File: src/design/ascii_lrc_frame_receiver_defines.svh
// Assertion macros for the ASCII LRC frame receiver.
`ifndef ASCII_LRC_FRAME_RECEIVER_DEFINES_SVH
`define ASCII_LRC_FRAME_RECEIVER_DEFINES_SVH

`ifndef SYNTHESIS

`define ALRC_ASSERT(lbl, clk, rstn, prop) \
  lbl: assert property (@(posedge clk) disable iff (!(rstn)) prop) \
    else $error("alrc assertion failed");

`define ALRC_ASSERT_NEVER(lbl, clk, rstn, expr) \
  lbl: assert property (@(posedge clk) disable iff (!(rstn)) !(expr)) \
    else $error("alrc forbidden condition");

`else

`define ALRC_ASSERT(lbl, clk, rstn, prop)

`define ALRC_ASSERT_NEVER(lbl, clk, rstn, expr)

`endif

`endif

File: src/design/alrc_pkg.sv
// Shared types, constants and helpers for the ASCII LRC frame receiver.
package alrc_pkg;

  localparam logic [7:0] ChLf    = 8'h0a;
  localparam logic [7:0] ChColon = 8'h3a;
  localparam int unsigned HistDepth = 3;
  localparam logic [1:0] HistFull = 2'd3;
  localparam logic [7:0] CountMax = 8'hff;

  localparam logic [7:0] Ch0     = 8'h30;
  localparam logic [7:0] Ch9     = 8'h39;
  localparam logic [7:0] ChLowA  = 8'h61;
  localparam logic [7:0] ChLowF  = 8'h66;
  localparam logic [7:0] ChUpA   = 8'h41;
  localparam logic [7:0] ChUpF   = 8'h46;
  localparam logic [7:0] HexTen  = 8'd10;

  localparam logic RegAcceptZeroLrc = 1'b0;  // register index, paddr[2]
  localparam int unsigned TdataW = 40;

  typedef struct packed {
    logic       payload_valid;
    logic [7:0] payload_byte;
    logic       frame_end;
    logic       frame_ok;
    logic [7:0] received_lrc;
    logic [7:0] computed_lrc;
    logic [7:0] payload_length;
  } result_t;

  // {not_hex, value}
  function automatic logic [4:0] hex_digit(input logic [7:0] c);
    logic [7:0] v;
    logic       bad;
    begin
      v   = 8'd0;
      bad = 1'b0;
      if (c >= Ch0 && c <= Ch9) begin
        v = c - Ch0;
      end else if (c >= ChLowA && c <= ChLowF) begin
        v = c - ChLowA + HexTen;
      end else if (c >= ChUpA && c <= ChUpF) begin
        v = c - ChUpA + HexTen;
      end else begin
        bad = 1'b1;
      end
      hex_digit = {bad, v[3:0]};
    end
  endfunction

endpackage

File: src/design/alrc_in_reg.sv
// Input register stage holding one received character.
module alrc_in_reg (
  input  logic       clk_i,
  input  logic       rst_ni,
  input  logic       s_valid_i,
  output logic       s_ready_o,
  input  logic [7:0] s_data_i,
  input  logic       advance_i,
  output logic       valid_o,
  output logic [7:0] data_o
);

  logic       valid_q, valid_d;
  logic [7:0] data_q;
  logic       take;

  assign s_ready_o = !valid_q || advance_i;
  assign take      = s_valid_i && s_ready_o;

  always_comb begin
    valid_d = valid_q;
    if (take) begin
      valid_d = 1'b1;
    end else if (advance_i) begin
      valid_d = 1'b0;
    end
  end

  always_ff @(posedge clk_i or negedge rst_ni) begin
    if (!rst_ni) begin
      valid_q <= 1'b0;
    end else begin
      valid_q <= valid_d;
    end
  end

  always_ff @(posedge clk_i) begin
    if (take) begin
      data_q <= s_data_i;
    end
  end

  assign valid_o = valid_q;
  assign data_o  = data_q;

endmodule

File: src/design/alrc_core.sv
// Frame state (history, sum, count) and per-character result logic.
module alrc_core (
  input  logic                clk_i,
  input  logic                rst_ni,
  input  logic                advance_i,
  input  logic [7:0]          rx_byte_i,
  input  logic                accept_zero_lrc_i,
  output alrc_pkg::result_t   result_o
);

  logic [7:0] sum_q, sum_d;
  logic [7:0] hist_q [alrc_pkg::HistDepth];
  logic [7:0] hist_d [alrc_pkg::HistDepth];
  logic [1:0] cnt_q, cnt_d;
  logic [7:0] len_q, len_d;

  logic [4:0] hi_dig, lo_dig;
  logic [7:0] rx_lrc, calc_lrc;

  assign hi_dig   = alrc_pkg::hex_digit(hist_q[0]);
  assign lo_dig   = alrc_pkg::hex_digit(hist_q[1]);
  assign rx_lrc   = {hi_dig[3:0], lo_dig[3:0]};
  assign calc_lrc = 8'd0 - sum_q;

  always_comb begin
    result_o = '0;
    sum_d    = sum_q;
    hist_d   = hist_q;
    cnt_d    = cnt_q;
    len_d    = len_q;
    if (rx_byte_i == alrc_pkg::ChColon) begin
      sum_d  = '0;
      hist_d = '{default: '0};
      cnt_d  = '0;
      len_d  = '0;
    end else if (rx_byte_i == alrc_pkg::ChLf) begin
      result_o.frame_end      = 1'b1;
      result_o.computed_lrc   = calc_lrc;
      result_o.payload_length = len_q;
      if (cnt_q == alrc_pkg::HistFull && !hi_dig[4] && !lo_dig[4]) begin
        result_o.received_lrc = rx_lrc;
        result_o.frame_ok     = (rx_lrc == calc_lrc) ||
                                (accept_zero_lrc_i && rx_lrc == 8'd0);
      end
      sum_d  = '0;
      hist_d = '{default: '0};
      cnt_d  = '0;
      len_d  = '0;
    end else if (cnt_q == alrc_pkg::HistFull) begin
      hist_d[0] = hist_q[1];
      hist_d[1] = hist_q[2];
      hist_d[2] = rx_byte_i;
      sum_d     = sum_q + hist_q[0];
      if (len_q != alrc_pkg::CountMax) begin
        len_d = len_q + 8'd1;
      end
      result_o.payload_valid  = 1'b1;
      result_o.payload_byte   = hist_q[0];
      result_o.computed_lrc   = 8'd0 - sum_d;
      result_o.payload_length = len_d;
    end else begin
      hist_d[cnt_q]           = rx_byte_i;
      cnt_d                   = cnt_q + 2'd1;
      result_o.computed_lrc   = calc_lrc;
      result_o.payload_length = len_q;
    end
  end

  always_ff @(posedge clk_i or negedge rst_ni) begin
    if (!rst_ni) begin
      sum_q  <= '0;
      hist_q <= '{default: '0};
      cnt_q  <= '0;
      len_q  <= '0;
    end else if (advance_i) begin
      sum_q  <= sum_d;
      hist_q <= hist_d;
      cnt_q  <= cnt_d;
      len_q  <= len_d;
    end
  end

endmodule

File: src/design/alrc_out_reg.sv
// Output register stage driving the result stream.
module alrc_out_reg (
  input  logic                         clk_i,
  input  logic                         rst_ni,
  input  logic                         load_i,
  input  alrc_pkg::result_t            result_i,
  output logic                         ready_o,
  output logic                         m_valid_o,
  input  logic                         m_ready_i,
  output logic [alrc_pkg::TdataW-1:0]  m_data_o,
  output logic                         m_last_o,
  output logic                         m_user_o
);

  logic              valid_q, valid_d;
  alrc_pkg::result_t res_q;

  assign ready_o = !valid_q || m_ready_i;

  always_comb begin
    valid_d = valid_q;
    if (load_i) begin
      valid_d = 1'b1;
    end else if (m_ready_i) begin
      valid_d = 1'b0;
    end
  end

  always_ff @(posedge clk_i or negedge rst_ni) begin
    if (!rst_ni) begin
      valid_q <= 1'b0;
    end else begin
      valid_q <= valid_d;
    end
  end

  always_ff @(posedge clk_i) begin
    if (load_i) begin
      res_q <= result_i;
    end
  end

  assign m_valid_o = valid_q;
  assign m_last_o  = res_q.frame_end;
  assign m_user_o  = res_q.payload_valid;
  assign m_data_o  = {7'd0, res_q.payload_length, res_q.computed_lrc,
                      res_q.received_lrc, res_q.frame_ok, res_q.payload_byte};

endmodule

File: src/design/ascii_lrc_frame_receiver.sv
// Top level of the ASCII LRC frame receiver with its configuration register.
//
// Input stream: one received character per transaction in s_axis_tdata[7:0].
// A colon restarts the frame; a line feed ends it. Every accepted character
// yields exactly one result transaction on the output stream.
// Output stream: m_axis_tuser flags a payload character in tdata[7:0];
// m_axis_tlast marks the line feed that closed a frame, with frame_ok,
// received_lrc, computed_lrc and payload_length in the upper tdata bits.
// The character passes from the input register into the result register, which
// drives the result transaction. Throughput: one character per cycle while the
// output accepts results; the history, sum and count are updated for each
// character as it moves into the result register.
// A stalled output holds its result; the input register still takes one more
// character, after which s_axis_tready drops until the output drains.
// Reset clears both stages and all frame state; accept_zero_lrc resets to 1.
// APB: register accept_zero_lrc at byte address 0, bit 0; pready always high.
`include "ascii_lrc_frame_receiver_defines.svh"

module ascii_lrc_frame_receiver (
  input  logic        clk_i,
  input  logic        rst_ni,
  input  logic        s_axis_tvalid,
  output logic        s_axis_tready,
  input  logic [7:0]  s_axis_tdata,   // [7:0] rx_byte
  output logic        m_axis_tvalid,
  input  logic        m_axis_tready,
  // [7:0] payload_byte, [8] frame_ok, [16:9] received_lrc,
  // [24:17] computed_lrc, [32:25] payload_length, [39:33] zero
  output logic [alrc_pkg::TdataW-1:0] m_axis_tdata,
  output logic        m_axis_tlast,   // frame_end
  output logic        m_axis_tuser,   // [0] payload_valid
  input  logic        psel,
  input  logic        penable,
  input  logic        pwrite,
  input  logic [2:0]  paddr,
  input  logic [31:0] pwdata,
  output logic [31:0] prdata,
  output logic        pready
);

  logic              azl_q;
  logic              cfg_wr;
  logic              in_valid;
  logic [7:0]        in_byte;
  logic              out_ready;
  logic              advance;
  alrc_pkg::result_t result;

  assign pready = 1'b1;
  assign cfg_wr = psel && penable && pwrite && pready &&
                  (paddr[2] == alrc_pkg::RegAcceptZeroLrc);
  assign prdata = (paddr[2] == alrc_pkg::RegAcceptZeroLrc) ? {31'd0, azl_q} : 32'd0;

  always_ff @(posedge clk_i or negedge rst_ni) begin
    if (!rst_ni) begin
      azl_q <= 1'b1;
    end else if (cfg_wr) begin
      azl_q <= pwdata[0];
    end
  end

  assign advance = in_valid && out_ready;

  alrc_in_reg u_in (
    .clk_i     (clk_i),
    .rst_ni    (rst_ni),
    .s_valid_i (s_axis_tvalid),
    .s_ready_o (s_axis_tready),
    .s_data_i  (s_axis_tdata),
    .advance_i (advance),
    .valid_o   (in_valid),
    .data_o    (in_byte)
  );

  alrc_core u_core (
    .clk_i             (clk_i),
    .rst_ni            (rst_ni),
    .advance_i         (advance),
    .rx_byte_i         (in_byte),
    .accept_zero_lrc_i (azl_q),
    .result_o          (result)
  );

  alrc_out_reg u_out (
    .clk_i     (clk_i),
    .rst_ni    (rst_ni),
    .load_i    (advance),
    .result_i  (result),
    .ready_o   (out_ready),
    .m_valid_o (m_axis_tvalid),
    .m_ready_i (m_axis_tready),
    .m_data_o  (m_axis_tdata),
    .m_last_o  (m_axis_tlast),
    .m_user_o  (m_axis_tuser)
  );

  `ALRC_ASSERT(a_ok_needs_end, clk_i, rst_ni, (m_axis_tvalid && m_axis_tdata[8]) |-> m_axis_tlast)
  `ALRC_ASSERT_NEVER(a_payload_not_end, clk_i, rst_ni, m_axis_tvalid && m_axis_tuser && m_axis_tlast)
  `ALRC_ASSERT(a_full_stall, clk_i, rst_ni, (in_valid && m_axis_tvalid && !m_axis_tready) |-> !s_axis_tready)

endmodule

File: config.mk
export PLATFORM = sky130hd
export DESIGN_NAME = ascii_lrc_frame_receiver
export DESIGN_NICKNAME = d
export VERILOG_FILES = /design/src/design/alrc_pkg.sv /design/src/design/alrc_in_reg.sv /design/src/design/alrc_core.sv /design/src/design/alrc_out_reg.sv /design/src/design/ascii_lrc_frame_receiver.sv
export VERILOG_INCLUDE_DIRS = /design/src /design/src/design
export SDC_FILE = /design/constraint.sdc
export NUM_CORES = 1
export LEC_CHECK = 0
export ABC_AREA = 1
export BUFFER_PORTS_ARGS = -buffer_cell sky130_fd_sc_hd__buf_2
export CORE_MARGIN = 5
export CORE_UTILIZATION = 35
export DETAILED_ROUTE_END_ITERATION = 16
export PLACE_DENSITY = 0.61
export RECOVER_POWER = 100
export SLEW_MARGIN = 20
export SYNTH_ARGS = -nofsm -noshare
export SYNTH_HDL_FRONTEND = slang
export SYNTH_SLANG_ARGS = --single-unit
File: constraint.sdc
create_clock -name clk_i -period 2.5 [get_ports clk_i]
set_input_delay 0.5 -clock clk_i [delete_from_list [all_inputs] [get_ports clk_i]]
set_output_delay 0.5 -clock clk_i [all_outputs]
set_load 0.02 [all_outputs]
==> results by group, run 1 <==
STA
  – Fin crit share: 90.20%
  – Crit path time final: 2.255 ns
  – Slew Limit Fails: 0
  – Layout Skew: 0.01059 ns
  – Fmax: 443.5 MHz
  – Unrepaired setup endpoints after global routing: false
  – Worst Max-Slew Pin Slew: 1.181 ns
  – Max-Slew Margin vs Limit: 21.29%
  – Final Hold Vio Count: 0
  – Setup TNS: 0 ns
  – Final setup viols: 0
  – Worst hold slack: 0.3249 ns

CTS
  – Root Driver: clkbuf_16
  – Setup Fix Bufs, Post-CTS: 0
  – Cts bufs inserted: 9
  – Post-cts gate resize count: 0
  – CTS clock-pin slew for the worst setup and hold paths: 0.07 ns
  – Skew-Pair Late Insertion Delay: 0.35 ns
  – H-tree Lvls: 3
  – CTS tree: yes
  – Clk sink count: 88
  – Longest Clk Path Bufs: 2
  – # hold bufs at CTS: 0

Layout
  – Layout cells sized above 1: 11.13%
  – Register area: 2419 um^2
  – Ant diodes: 0
  – Area of the multi-input gates: 2313 um^2
  – Nets: 767
  – Final Util: 39.73%
  – Area delta synth->final: 12.17%
  – # fillers: 1562

Floorplanning
  – Die height: 133.3 um
  – Die area: 17780 um^2
  – Core area: 15030 um^2
  – Initial Util: 35.41%
  – Die Width: 133.3 um
  – Row count: 45
  – Ports: 127

Yosys
  – Synth top cells by count: nand2_1 (117), inv_1 (71), dfrtp_1 (44), nor2_1 (44), edfxtp_1 (43)
  – Synth Area per Inst: 8.518 um^2
  – Predominant post-synthesis flop cell: dfrtp_1
  – Post-synth top area share: 24.25%
  – Sequential-to-total area share from yosys stat: 45.43%
  – Post-synth EDFFs: 43
  – Flops & latches, synth: 88
  – Count leader, synth: nand2_1
  – Cells after Synth: 625
  – Post-synth top area cell: edfxtp_1
  – Syn Std Cell Area: 5324 um^2
  – Ys async rst share: 51.14%
  – Synth cell types: 44
  – Yosys warnings: 0
  – Synth top area cells: edfxtp_1 (24%), dfrtp_1 (21%), nand2_1 (8.2%), buf_4 (5.5%), inv_1 (5.0%)

Route
  – DRT iter0 DRCs: 250
  – WL per Instance: 13.61 um
  – Number of detailed-route iterations in the first pass: 4
  – Remaining antenna violation count after routing: 0
  – Routed vias/inst: 4.681
  – DRC viols: 0
  – Vias: 4161
  – Post-Route WL: 12.10 mm

Worst setup path
  – WP data arrival: 2.36 ns
  – Worst setup EP type: flip-flop
  – Critical-path maximum fanout: 5
  – Crit path kind: reg2reg
  – Worst EP required: 2.60 ns
  – Worst setup SP type: flip-flop

Global route
  – First-pass GRT wire length: 19.49 mm
  – Overflow after GRT: 0
  – Pin count of the biggest net entering global routing: 46
  – GRT Total Usage: 13.84%
  – Vias in the first global route: 3955
  – Initial antenna violation count: 0

Power and ir drop
  – P per Cell Area: 1304 nW/um^2
  – Pleak: 2.788 nW
  – Worst VDD drop: 548.5 uV

Placed design
  – DP Wirelength: 9.385 mm
  – Port bufs: 54
  – Routability cong.: 0.8889

Outcome
  – Status: finished, final reports clean

Job
  – Max-cap violations: 0

Min path
  – Hold WC Path Type: in2reg
where the power goes:
part	switching, mW	internal (mW)
Sequential	0.365	2.06
Combinational	2.48	1.34
Clock	0.590	0.948
Total	3.43	4.36
sequential cells by signal, indices dropped and copies added, names as in the netlist, 2 cells and up:
signal and flops:
u_core.cnt_q 2, u_core.len_q 8, u_core.sum_q 8, u_in.data_o 8, u_out.m_data_o 33, u_core.hist_q 24
logic make-up (layout without fill, tap and decap cells):
kind of cell,count (synthesis),count (layout),share of synthesized area [%]
AO/OA/AOI/OAI,117,117,13.09
buffers and inverters,137,176,12.78
other,2,39,0.1411
AND/OR/NAND/NOR,242,242,20.24
adder cells (fa/ha/maj),21,21,5.076
XOR/XNOR,18,18,3.243
flip-flops,88,88,45.43
critical path, cell delays in order, from the launching register on:
cell and delay (ns):
dfrtp_1 0.45, ha_1 0.41, a21oi_2 0.17, nand2_2 0.10
xnor2_2 0.23, nand2_1 0.10, nor2_2 0.15, nand3_2 0.10
nand2_1 0.07, nand2_1 0.05, o21ai_1 0.14, inv_1 0.05
layout make-up:
class	instances	area share, %
inverter	90	5.741
sequential	88	40.50
timing repair buffer	70	5.196
tap	188	3.939
multi-input combinational	437	38.74
clock inverter	6	1.697
clock buffer	10	4.190
cells in the final DEF (no fill, tap or decap), types with 12 or more instances in the layout:
master,synthesis,routed
inv_2,16,12
inv_1,71,75
buf_2,6,16
nand4_1,12,12
ha_1,20,20
o21ai_0,26,37
a21oi_1,33,33
clkbuf_1,1,44
xor2_1,12,12
nand3_1,41,41
edfxtp_1,43,43
conb_1,2,39
nand2_1,117,118
o21ai_1,21,14
dfrtp_1,44,44
o22ai_1,18,18
nor2_1,44,46
worst paths after layout:
| path | startpoint | endpoint | slack [ns] | cells past startpoint |
|---|---|---|---|---|
| worst max-delay path | u_core.hist_q[18]$_DFFE_PN0P_ | u_out.m_data_o[24]$_SDFFCE_PN0P_ | 0.25 | 11 |
| worst min-delay path | s_axis_tdata[3] | u_in.data_o[3]$_DFFE_PP_ | 0.32 | 1 |
| worst max register to register | u_core.hist_q[18]$_DFFE_PN0P_ | u_out.m_data_o[24]$_SDFFCE_PN0P_ | 0.25 | 11 |
| worst min register to register | u_core.hist_q[3]$_DFFE_PN0P_ | u_core.hist_q[3]$_DFFE_PN0P_ | 0.50 | 2 |
| max in group asynchronous | rst_ni | u_core.sum_q[6]$_DFFE_PN0P_ | 1.31 | 2 |
| min in group asynchronous | rst_ni | u_core.hist_q[6]$_DFFE_PN0P_ | 0.46 | 2 |
metrics by stage:
step | setup slack (ns) | power [mW] | cells | cell area, um^2
after floorplan | 0.3563 | 5.363 | 662 | 5463
after global placement | 0.2630 | 6.422 | 873 | 5763
after detailed placement | 0.2653 | 6.434 | 873 | 5763
after CTS | 0.2431 | 8.022 | 889 | 6115
after global routing | 0.01986 | 8.479 | 889 | 5972
final | 0.2451 | 7.787 | 889 | 5972
routing by layer:
layer | global-route usage, % | part of all wire, % | wire length (um) | vias up
li1 | - | - | - | 2148
met1 | 17.86 | 45 | 5500 | 1902
met2 | 22.15 | 47 | 5679 | 98
met5 | 0 | 0 | 0 | -
met4 | 5.543 | 1.9 | 229 | 0
met3 | 3.739 | 5.7 | 692 | 13
No activity file was read; power rests on OpenSTA's default activity.
==> run 2, diff against run 1 <==
Settings changed: CORE_ASPECT_RATIO set to 0.8, GPL_TIMING_DRIVEN set to 0, SLEW_MARGIN 20 to 40.
==> results by group, run 2 (synthesis results as in run 1) <==
Layout
  – Number of flip-flops under the largest register name: 33 (unchanged)
  – Layout cells sized above 1: 16.82% (was 11.13%)
  – Commonest non-fill, non-tap cells in the layout: nand2_1 (118), inv_1 (74), nor2_1 (45) (was nand2_1 (118), inv_1 (75), nor2_1 (46))
  – Most common cell after layout, fill and taps aside: nand2_1 (unchanged)
  – Nets: 803 (was 767)
  – Ant diodes: 0 (unchanged)
  – Final instance area: 6276 um^2 (was 5972 um^2)
  – Final Non-Filler Cells: 926 (was 889)
  – Area delta synth->final: 17.88% (was 12.17%)

Worst setup path
  – Reg-to-Reg End: u_out.m_data_o[24]$_SDFFCE_PN0P_ (unchanged)
  – Launching point of the worst reg2reg path: u_core.hist_q[16]$_DFFE_PN0P_ (was u_core.hist_q[18]$_DFFE_PN0P_)
  – Worst r2r path cells: 12 (was 11)
  – Crit-path cells: ha_1 -> inv_1 -> fa_1 -> xnor2_1 -> nor2_1 -> nand2_1 -> nor2_4 -> nand3_2 -> nand2_1 -> nand2_1 -> o21ai_1 -> inv_1 (was ha_1 -> a21oi_2 -> nand2_2 -> xnor2_2 -> nand2_1 -> nor2_2 -> nand3_2 -> nand2_1 -> nand2_1 -> o21ai_1 -> inv_1)
  – Max incr delay on CP: 0.43 ns (was 0.45 ns)
  – Max stage delay cell, worst path: dfrtp_2 (was dfrtp_1)
  – Worst setup SP type: flip-flop (unchanged)
  – Crit-path most repeated cell: nand2_1 (unchanged)
  – Worst EP required: 2.60 ns (about the same)
  – Worst setup EP type: flip-flop (unchanged)
  – WP data arrival: 2.48 ns (was 2.36 ns)
  – Crit path kind: reg2reg (unchanged)
  – Critical-path maximum fanout: 6 (was 5)
  – Reg-to-reg setup timing slack: 0.12 ns (was 0.25 ns)
  – Delay-heaviest family, CP: simple AND/OR/NAND/NOR gates (unchanged)
  – CP bufs+invs: 2 (was 1)

STA
  – Fmax: 420.7 MHz (was 443.5 MHz)
  – Max-Slew Margin vs Limit: 24.01% (was 21.29%)
  – Setup TNS: 0 ns (unchanged)
  – Crit path time final: 2.377 ns (was 2.255 ns)
  – Slew Limit Fails: 0 (unchanged)
  – Unrepaired setup endpoints after global routing: false (unchanged)
  – Final setup viols: 0 (unchanged)
  – Final Hold Vio Count: 0 (unchanged)
  – Layout Skew: 0.01028 ns (was 0.01059 ns)
  – Worst Max-Slew Pin Slew: 1.140 ns (was 1.181 ns)
  – Fin crit share: 95.09% (was 90.20%)

Floorplanning
  – Initial Util: 35.58% (was 35.41%)
  – Row count: 40 (was 45)
  – Die Width: 147.9 um (was 133.3 um)
  – Die height: 120.3 um (was 133.3 um)
  – Die area: 17790 um^2 (was 17780 um^2)
  – Core area: 14960 um^2 (was 15030 um^2)
  – Ports: 127 (unchanged)

Route
  – Routed vias/inst: 4.627 (was 4.681)
  – Post-Route WL: 12.78 mm (was 12.10 mm)
  – Remaining antenna violation count after routing: 0 (unchanged)
  – WL per Instance: 13.80 um (was 13.61 um)
  – DRT iter0 DRCs: 359 (was 250)
  – Vias: 4285 (was 4161)
  – DRC viols: 0 (unchanged)
  – Number of detailed-route iterations in the first pass: 5 (was 4)

Placed design
  – Port bufs: 54 (unchanged)
  – Post-Place Cell Area: 6017 um^2 (was 5763 um^2)
  – Routability cong.: 0.9014 (was 0.8889)
  – Placed Cells incl. Taps: 908 (was 873)
  – DP Wirelength: 9.902 mm (was 9.385 mm)

CTS
  – Skew-Pair Late Insertion Delay: 0.35 ns (about the same)
  – Cts bufs inserted: 9 (unchanged)
  – # hold bufs at CTS: 0 (unchanged)
  – Longest Clk Path Bufs: 2 (unchanged)
  – CTS tree: yes (unchanged)
  – Root Driver: clkbuf_16 (unchanged)
  – Clk sink count: 88 (unchanged)
  – H-tree Lvls: 3 (unchanged)
  – CTS clock-pin slew for the worst setup and hold paths: 0.08 ns (was 0.07 ns)

Global route
  – Pin count of the biggest net entering global routing: 46 (unchanged)
  – Vias in the first global route: 4038 (was 3955)
  – Overflow after GRT: 0 (unchanged)
  – GRT Total Usage: 14.70% (was 13.84%)
  – Initial antenna violation count: 0 (unchanged)
  – First-pass GRT wire length: 20.97 mm (was 19.49 mm)

Min path
  – Hold EP: u_in.data_o[0]$_DFFE_PP_ (was u_in.data_o[3]$_DFFE_PP_)
  – Hold path cells: 1 (unchanged)
  – Hold WC Path Type: in2reg (unchanged)
  – Hold wc startpoint: s_axis_tdata[0] (was s_axis_tdata[3])

Power and ir drop
  – P per Cell Area: 1254 nW/um^2 (was 1304 nW/um^2)
  – Pleak: 2.989 nW (was 2.788 nW)
  – Worst VDD drop: 489.8 uV (was 548.5 uV)

Outcome
  – Status: finished, final reports clean (unchanged)

Job
  – Max-cap violations: 0 (unchanged)
==> run 2: timing repair <==
action                                  4_1_cts  5_1_grt
gates resized for setup                       4        5
endpoints found under the setup margin        4        2
setup buffers                                 0        2
==> run 2: power by group <==
group / switching, mW / internal (mW) / total [mW]
sequential: 0.397 / 2.06 / 2.46
combinational: 2.66 / 1.40 / 4.06
clock: 0.640 / 0.706 / 1.35
==> run 2: metrics by stage <==
stage	total power, mW	setup WS (ns)	hold slack (ns)	utilization (%)
6_report	7.871	0.1227	0.3204	41.94
5_1_grt	8.548	0.0008080	0.3048	41.94
4_1_cts	7.863	0.03762	0.1631	42.32
3_5_place_dp	6.427	-0.1575	0.4918	40.21
3_3_place_gp	6.389	-0.4118	0.4888	39.89
2_1_floorplan	5.363	0.3563	0.2044	-
==> run 2: worst reg2reg max path: stages, from the launching register on <==
cell and delay, ns:
dfrtp_2 0.43, ha_1 0.19, inv_1 0.05, fa_1 0.41
xnor2_1 0.19, nor2_1 0.17, nand2_1 0.11, nor2_4 0.13
nand3_2 0.10, nand2_1 0.07, nand2_1 0.05, o21ai_1 0.16
inv_1 0.06
==> run 2: how the worst max path moves through the flow <==
stage	start	to	cells past startpoint
floorplan	u_core.hist_q[16]$_DFFE_PN0P_	u_out.m_data_o[22]$_SDFFCE_PN0P_	11
global placement	m_axis_tready	u_core.len_q[1]$_DFFE_PN0P_	6
detailed placement	u_core.hist_q[17]$_DFFE_PN0P_	u_out.m_data_o[24]$_SDFFCE_PN0P_	11
CTS	u_core.hist_q[17]$_DFFE_PN0P_	u_out.m_data_o[24]$_SDFFCE_PN0P_	12
global route	u_core.hist_q[18]$_DFFE_PN0P_	u_out.m_data_o[24]$_SDFFCE_PN0P_	11
finish	u_core.hist_q[16]$_DFFE_PN0P_	u_out.m_data_o[24]$_SDFFCE_PN0P_	12
==> run 2: layout make-up <==
type	instances	area (um^2)
clock buffers	9	225.2
multi-input cells	437	2384
well taps	189	236.5
inverters	90	341.6
flip-flops and latches	88	2421
repair buffers	59	261.5
clock inverters	7	71.32
plain buffers	47	335.3
fillers	1538	8688
==> run 2: layer usage <==
layer / track usage, % / share of wire [%]
met5: 0 / 0
met4: 3.058 / 0.86
met2: 21.63 / 42
met3: 3.147 / 6.1
met1: 22.28 / 51
==> run 3, diff against run 2 <==
Settings changed: CTS_BUF_LIST set to sky130_fd_sc_hd__clkbuf_2.
==> results by group, run 3 (synthesis results as in run 1) <==
Global route
  – GRT Total Usage: 14.78% (was 14.70%)
  – First-pass GRT wire length: 21.05 mm (was 20.97 mm)
  – Vias in the first global route: 4099 (was 4038)
  – Initial antenna violation count: 0 (unchanged)
  – Pin count of the biggest net entering global routing: 46 (unchanged)
  – Overflow after GRT: 0 (unchanged)

Worst setup path
  – Critical path depth: 11 (was 12)
  – Max stage delay cell, worst path: dfrtp_2 (unchanged)
  – Worst r2r path cells: 11 (was 12)
  – Crit-path most repeated cell: nand2_1 (unchanged)
  – CP bufs+invs: 1 (was 2)
  – Max incr delay on CP: 0.52 ns (was 0.43 ns)
  – Worst setup SP type: flip-flop (unchanged)
  – Delay-heaviest family, CP: simple AND/OR/NAND/NOR gates (unchanged)
  – Crit path kind: reg2reg (unchanged)
  – Critical-path maximum fanout: 5 (was 6)
  – Worst setup EP type: flip-flop (unchanged)
  – Crit-path cells: ha_1 -> a21oi_2 -> nand2_2 -> xnor2_2 -> nand2_1 -> nor2_2 -> nand3_2 -> nand2_1 -> nand2_1 -> o21ai_1 -> inv_1 (was ha_1 -> inv_1 -> fa_1 -> xnor2_1 -> nor2_1 -> nand2_1 -> nor2_4 -> nand3_2 -> nand2_1 -> nand2_1 -> o21ai_1 -> inv_1)
  – Worst EP required: 2.91 ns (was 2.60 ns)
  – WP data arrival: 2.80 ns (was 2.48 ns)

STA
  – Layout Skew: 0.04670 ns (was 0.01028 ns)
  – Setup TNS: 0 ns (unchanged)
  – Final Hold Vio Count: 0 (unchanged)
  – Final setup viols: 0 (unchanged)
  – Fin crit share: 95.49% (was 95.09%)
  – Crit path time final: 2.387 ns (was 2.377 ns)
  – Worst Max-Slew Pin Slew: 1.145 ns (was 1.140 ns)
  – Unrepaired setup endpoints after global routing: false (unchanged)
  – Fmax: 418.9 MHz (was 420.7 MHz)
  – Max-Slew Margin vs Limit: 23.64% (was 24.01%)
  – Slew Limit Fails: 0 (unchanged)

Layout
  – Commonest non-fill, non-tap cells in the layout: nand2_1 (117), inv_1 (74), nor2_1 (46) (was nand2_1 (118), inv_1 (74), nor2_1 (45))
  – Number of flip-flops under the largest register name: 33 (unchanged)
  – Area of the multi-input gates: 2367 um^2 (was 2384 um^2)
  – Area delta synth->final: 16.05% (was 17.88%)
  – Final Util: 41.29% (was 41.94%)
  – Final instance area: 6178 um^2 (was 6276 um^2)
  – # fillers: 1550 (was 1538)
  – Layout cells sized above 1: 16.60% (was 16.82%)
  – Ant diodes: 0 (unchanged)
  – Register area: 2422 um^2 (was 2421 um^2)
  – Most common cell after layout, fill and taps aside: nand2_1 (unchanged)
  – Nets: 813 (was 803)

Placed design
  – DP Wirelength: 9.902 mm (unchanged)
  – Routability cong.: 0.9014 (unchanged)
  – Port bufs: 54 (unchanged)
  – Post-Place Cell Area: 6017 um^2 (unchanged)

Floorplanning
  – Initial Util: 35.58% (unchanged)
  – Die Width: 147.9 um (unchanged)
  – Row count: 40 (unchanged)
  – Die height: 120.3 um (unchanged)
  – Core area: 14960 um^2 (unchanged)
  – Die area: 17790 um^2 (unchanged)
  – Ports: 127 (unchanged)

Power and ir drop
  – P per Cell Area: 1173 nW/um^2 (was 1254 nW/um^2)
  – Pleak: 2.956 nW (was 2.989 nW)
  – Overall power: 7.249 mW (was 7.871 mW)
  – Worst VDD drop: 347.0 uV (was 489.8 uV)

CTS
  – Cts bufs inserted: 9 (unchanged)
  – Skew-Pair Late Insertion Delay: 0.62 ns (was 0.35 ns)
  – CTS tree: yes (unchanged)
  – CTS clock-pin slew for the worst setup and hold paths: 0.30 ns (was 0.08 ns)
  – H-tree Lvls: 3 (unchanged)
  – Clk sink count: 88 (unchanged)
  – Longest Clk Path Bufs: 2 (unchanged)
  – Root Driver: clkbuf_2 (was clkbuf_16)

Min path
  – Hold path cells: 3 (was 1)
  – Hold WC Path Type: in2reg (unchanged)

Route
  – Routed vias/inst: 4.667 (was 4.627)
  – DRC viols: 0 (unchanged)
  – Remaining antenna violation count after routing: 0 (unchanged)
  – DRT iter0 DRCs: 388 (was 359)
  – Number of detailed-route iterations in the first pass: 5 (unchanged)
  – Post-Route WL: 12.92 mm (was 12.78 mm)
  – WL per Instance: 13.80 um (about the same)
  – Vias: 4368 (was 4285)

Outcome
  – Status: finished, final reports clean (unchanged)

Job
  – Max-cap violations: 0 (unchanged)
## run 3: power breakdown
group | leakage (nW) | switching [mW] | internal (mW)
sequential | 0.989 | 0.388 | 2.06
combinational | 1.89 | 2.66 | 1.39
clock | 0.0740 | 0.580 | 0.166
total | 2.96 | 3.63 | 3.62
## run 3: stage by stage
stage | hold slack, ns | setup slack [ns] | std cells
final | 0.06195 | 0.1126 | 936
after global routing | 0.03256 | 0.002987 | 936
after CTS | 0.01371 | 0.02570 | 933
after detailed placement | 0.4918 | -0.1575 | 908
after global placement | 0.4888 | -0.4118 | 905
after floorplan | 0.2044 | 0.3563 | 662
## run 3: final cells by class
type                            instances  area share [%]
Sequential cell                        88           39.21
Multi-Input combinational cell        437           38.32
Timing Repair Buffer                   69           5.792
Inverter                               90           5.549
Buffer                                 47           5.427
Tap cell                              189           3.827
Clock inverter                          7           1.154
Clock buffer                            9          0.7290
## run 3: layer usage
metal	global-route usage (%)	wire (um)	vias up	share of wire, %
met3	3.447	866	11	6.7
met2	22.00	5414	141	42
met1	22.06	6529	1981	51
li1	-	-	2235	-
met5	0	0	-	0
met4	2.885	110	0	0.85
## run 3: path summary, 6_finish.rpt
| kind | startpoint | end | slack [ns] |
|---|---|---|---|
| max | u_core.hist_q[18]$_DFFE_PN0P_ | u_out.m_data_o[24]$_SDFFCE_PN0P_ | 0.11 |
| min | s_axis_tvalid | u_in.valid_o$_DFFE_PN0P_ | 0.06 |
| max reg2reg | u_core.hist_q[18]$_DFFE_PN0P_ | u_out.m_data_o[24]$_SDFFCE_PN0P_ | 0.11 |
| min reg2reg | u_in.valid_o$_DFFE_PN0P_ | u_out.m_valid_o$_DFFE_PN0P_ | 0.52 |
| max in group asynchronous | rst_ni | u_core.hist_q[17]$_DFFE_PN0P_ | 1.15 |
| min in group asynchronous | rst_ni | u_core.hist_q[2]$_DFFE_PN0P_ | 0.59 |
## run 3: timing repair
| action | CTS | global route |
|---|---|---|
| resized for setup | 4 | 4 |
| buffers inserted | 0 | 3 |
| hold endpoints to repair | 52 | 0 |
| pin swaps | 0 | 1 |
| hold buffers | 9 | 0 |
| setup endpoints to repair | 4 | 7 |
## run 3: worst register-to-register path, cell delays in order (launching register included)
cell and delay (ns):
dfrtp_2 0.52, ha_1 0.41, a21oi_2 0.18, nand2_2 0.09, xnor2_2 0.26, nand2_1 0.10, nor2_2 0.15, nand3_2 0.11
nand2_1 0.07, nand2_1 0.05, o21ai_1 0.17, inv_1 0.06
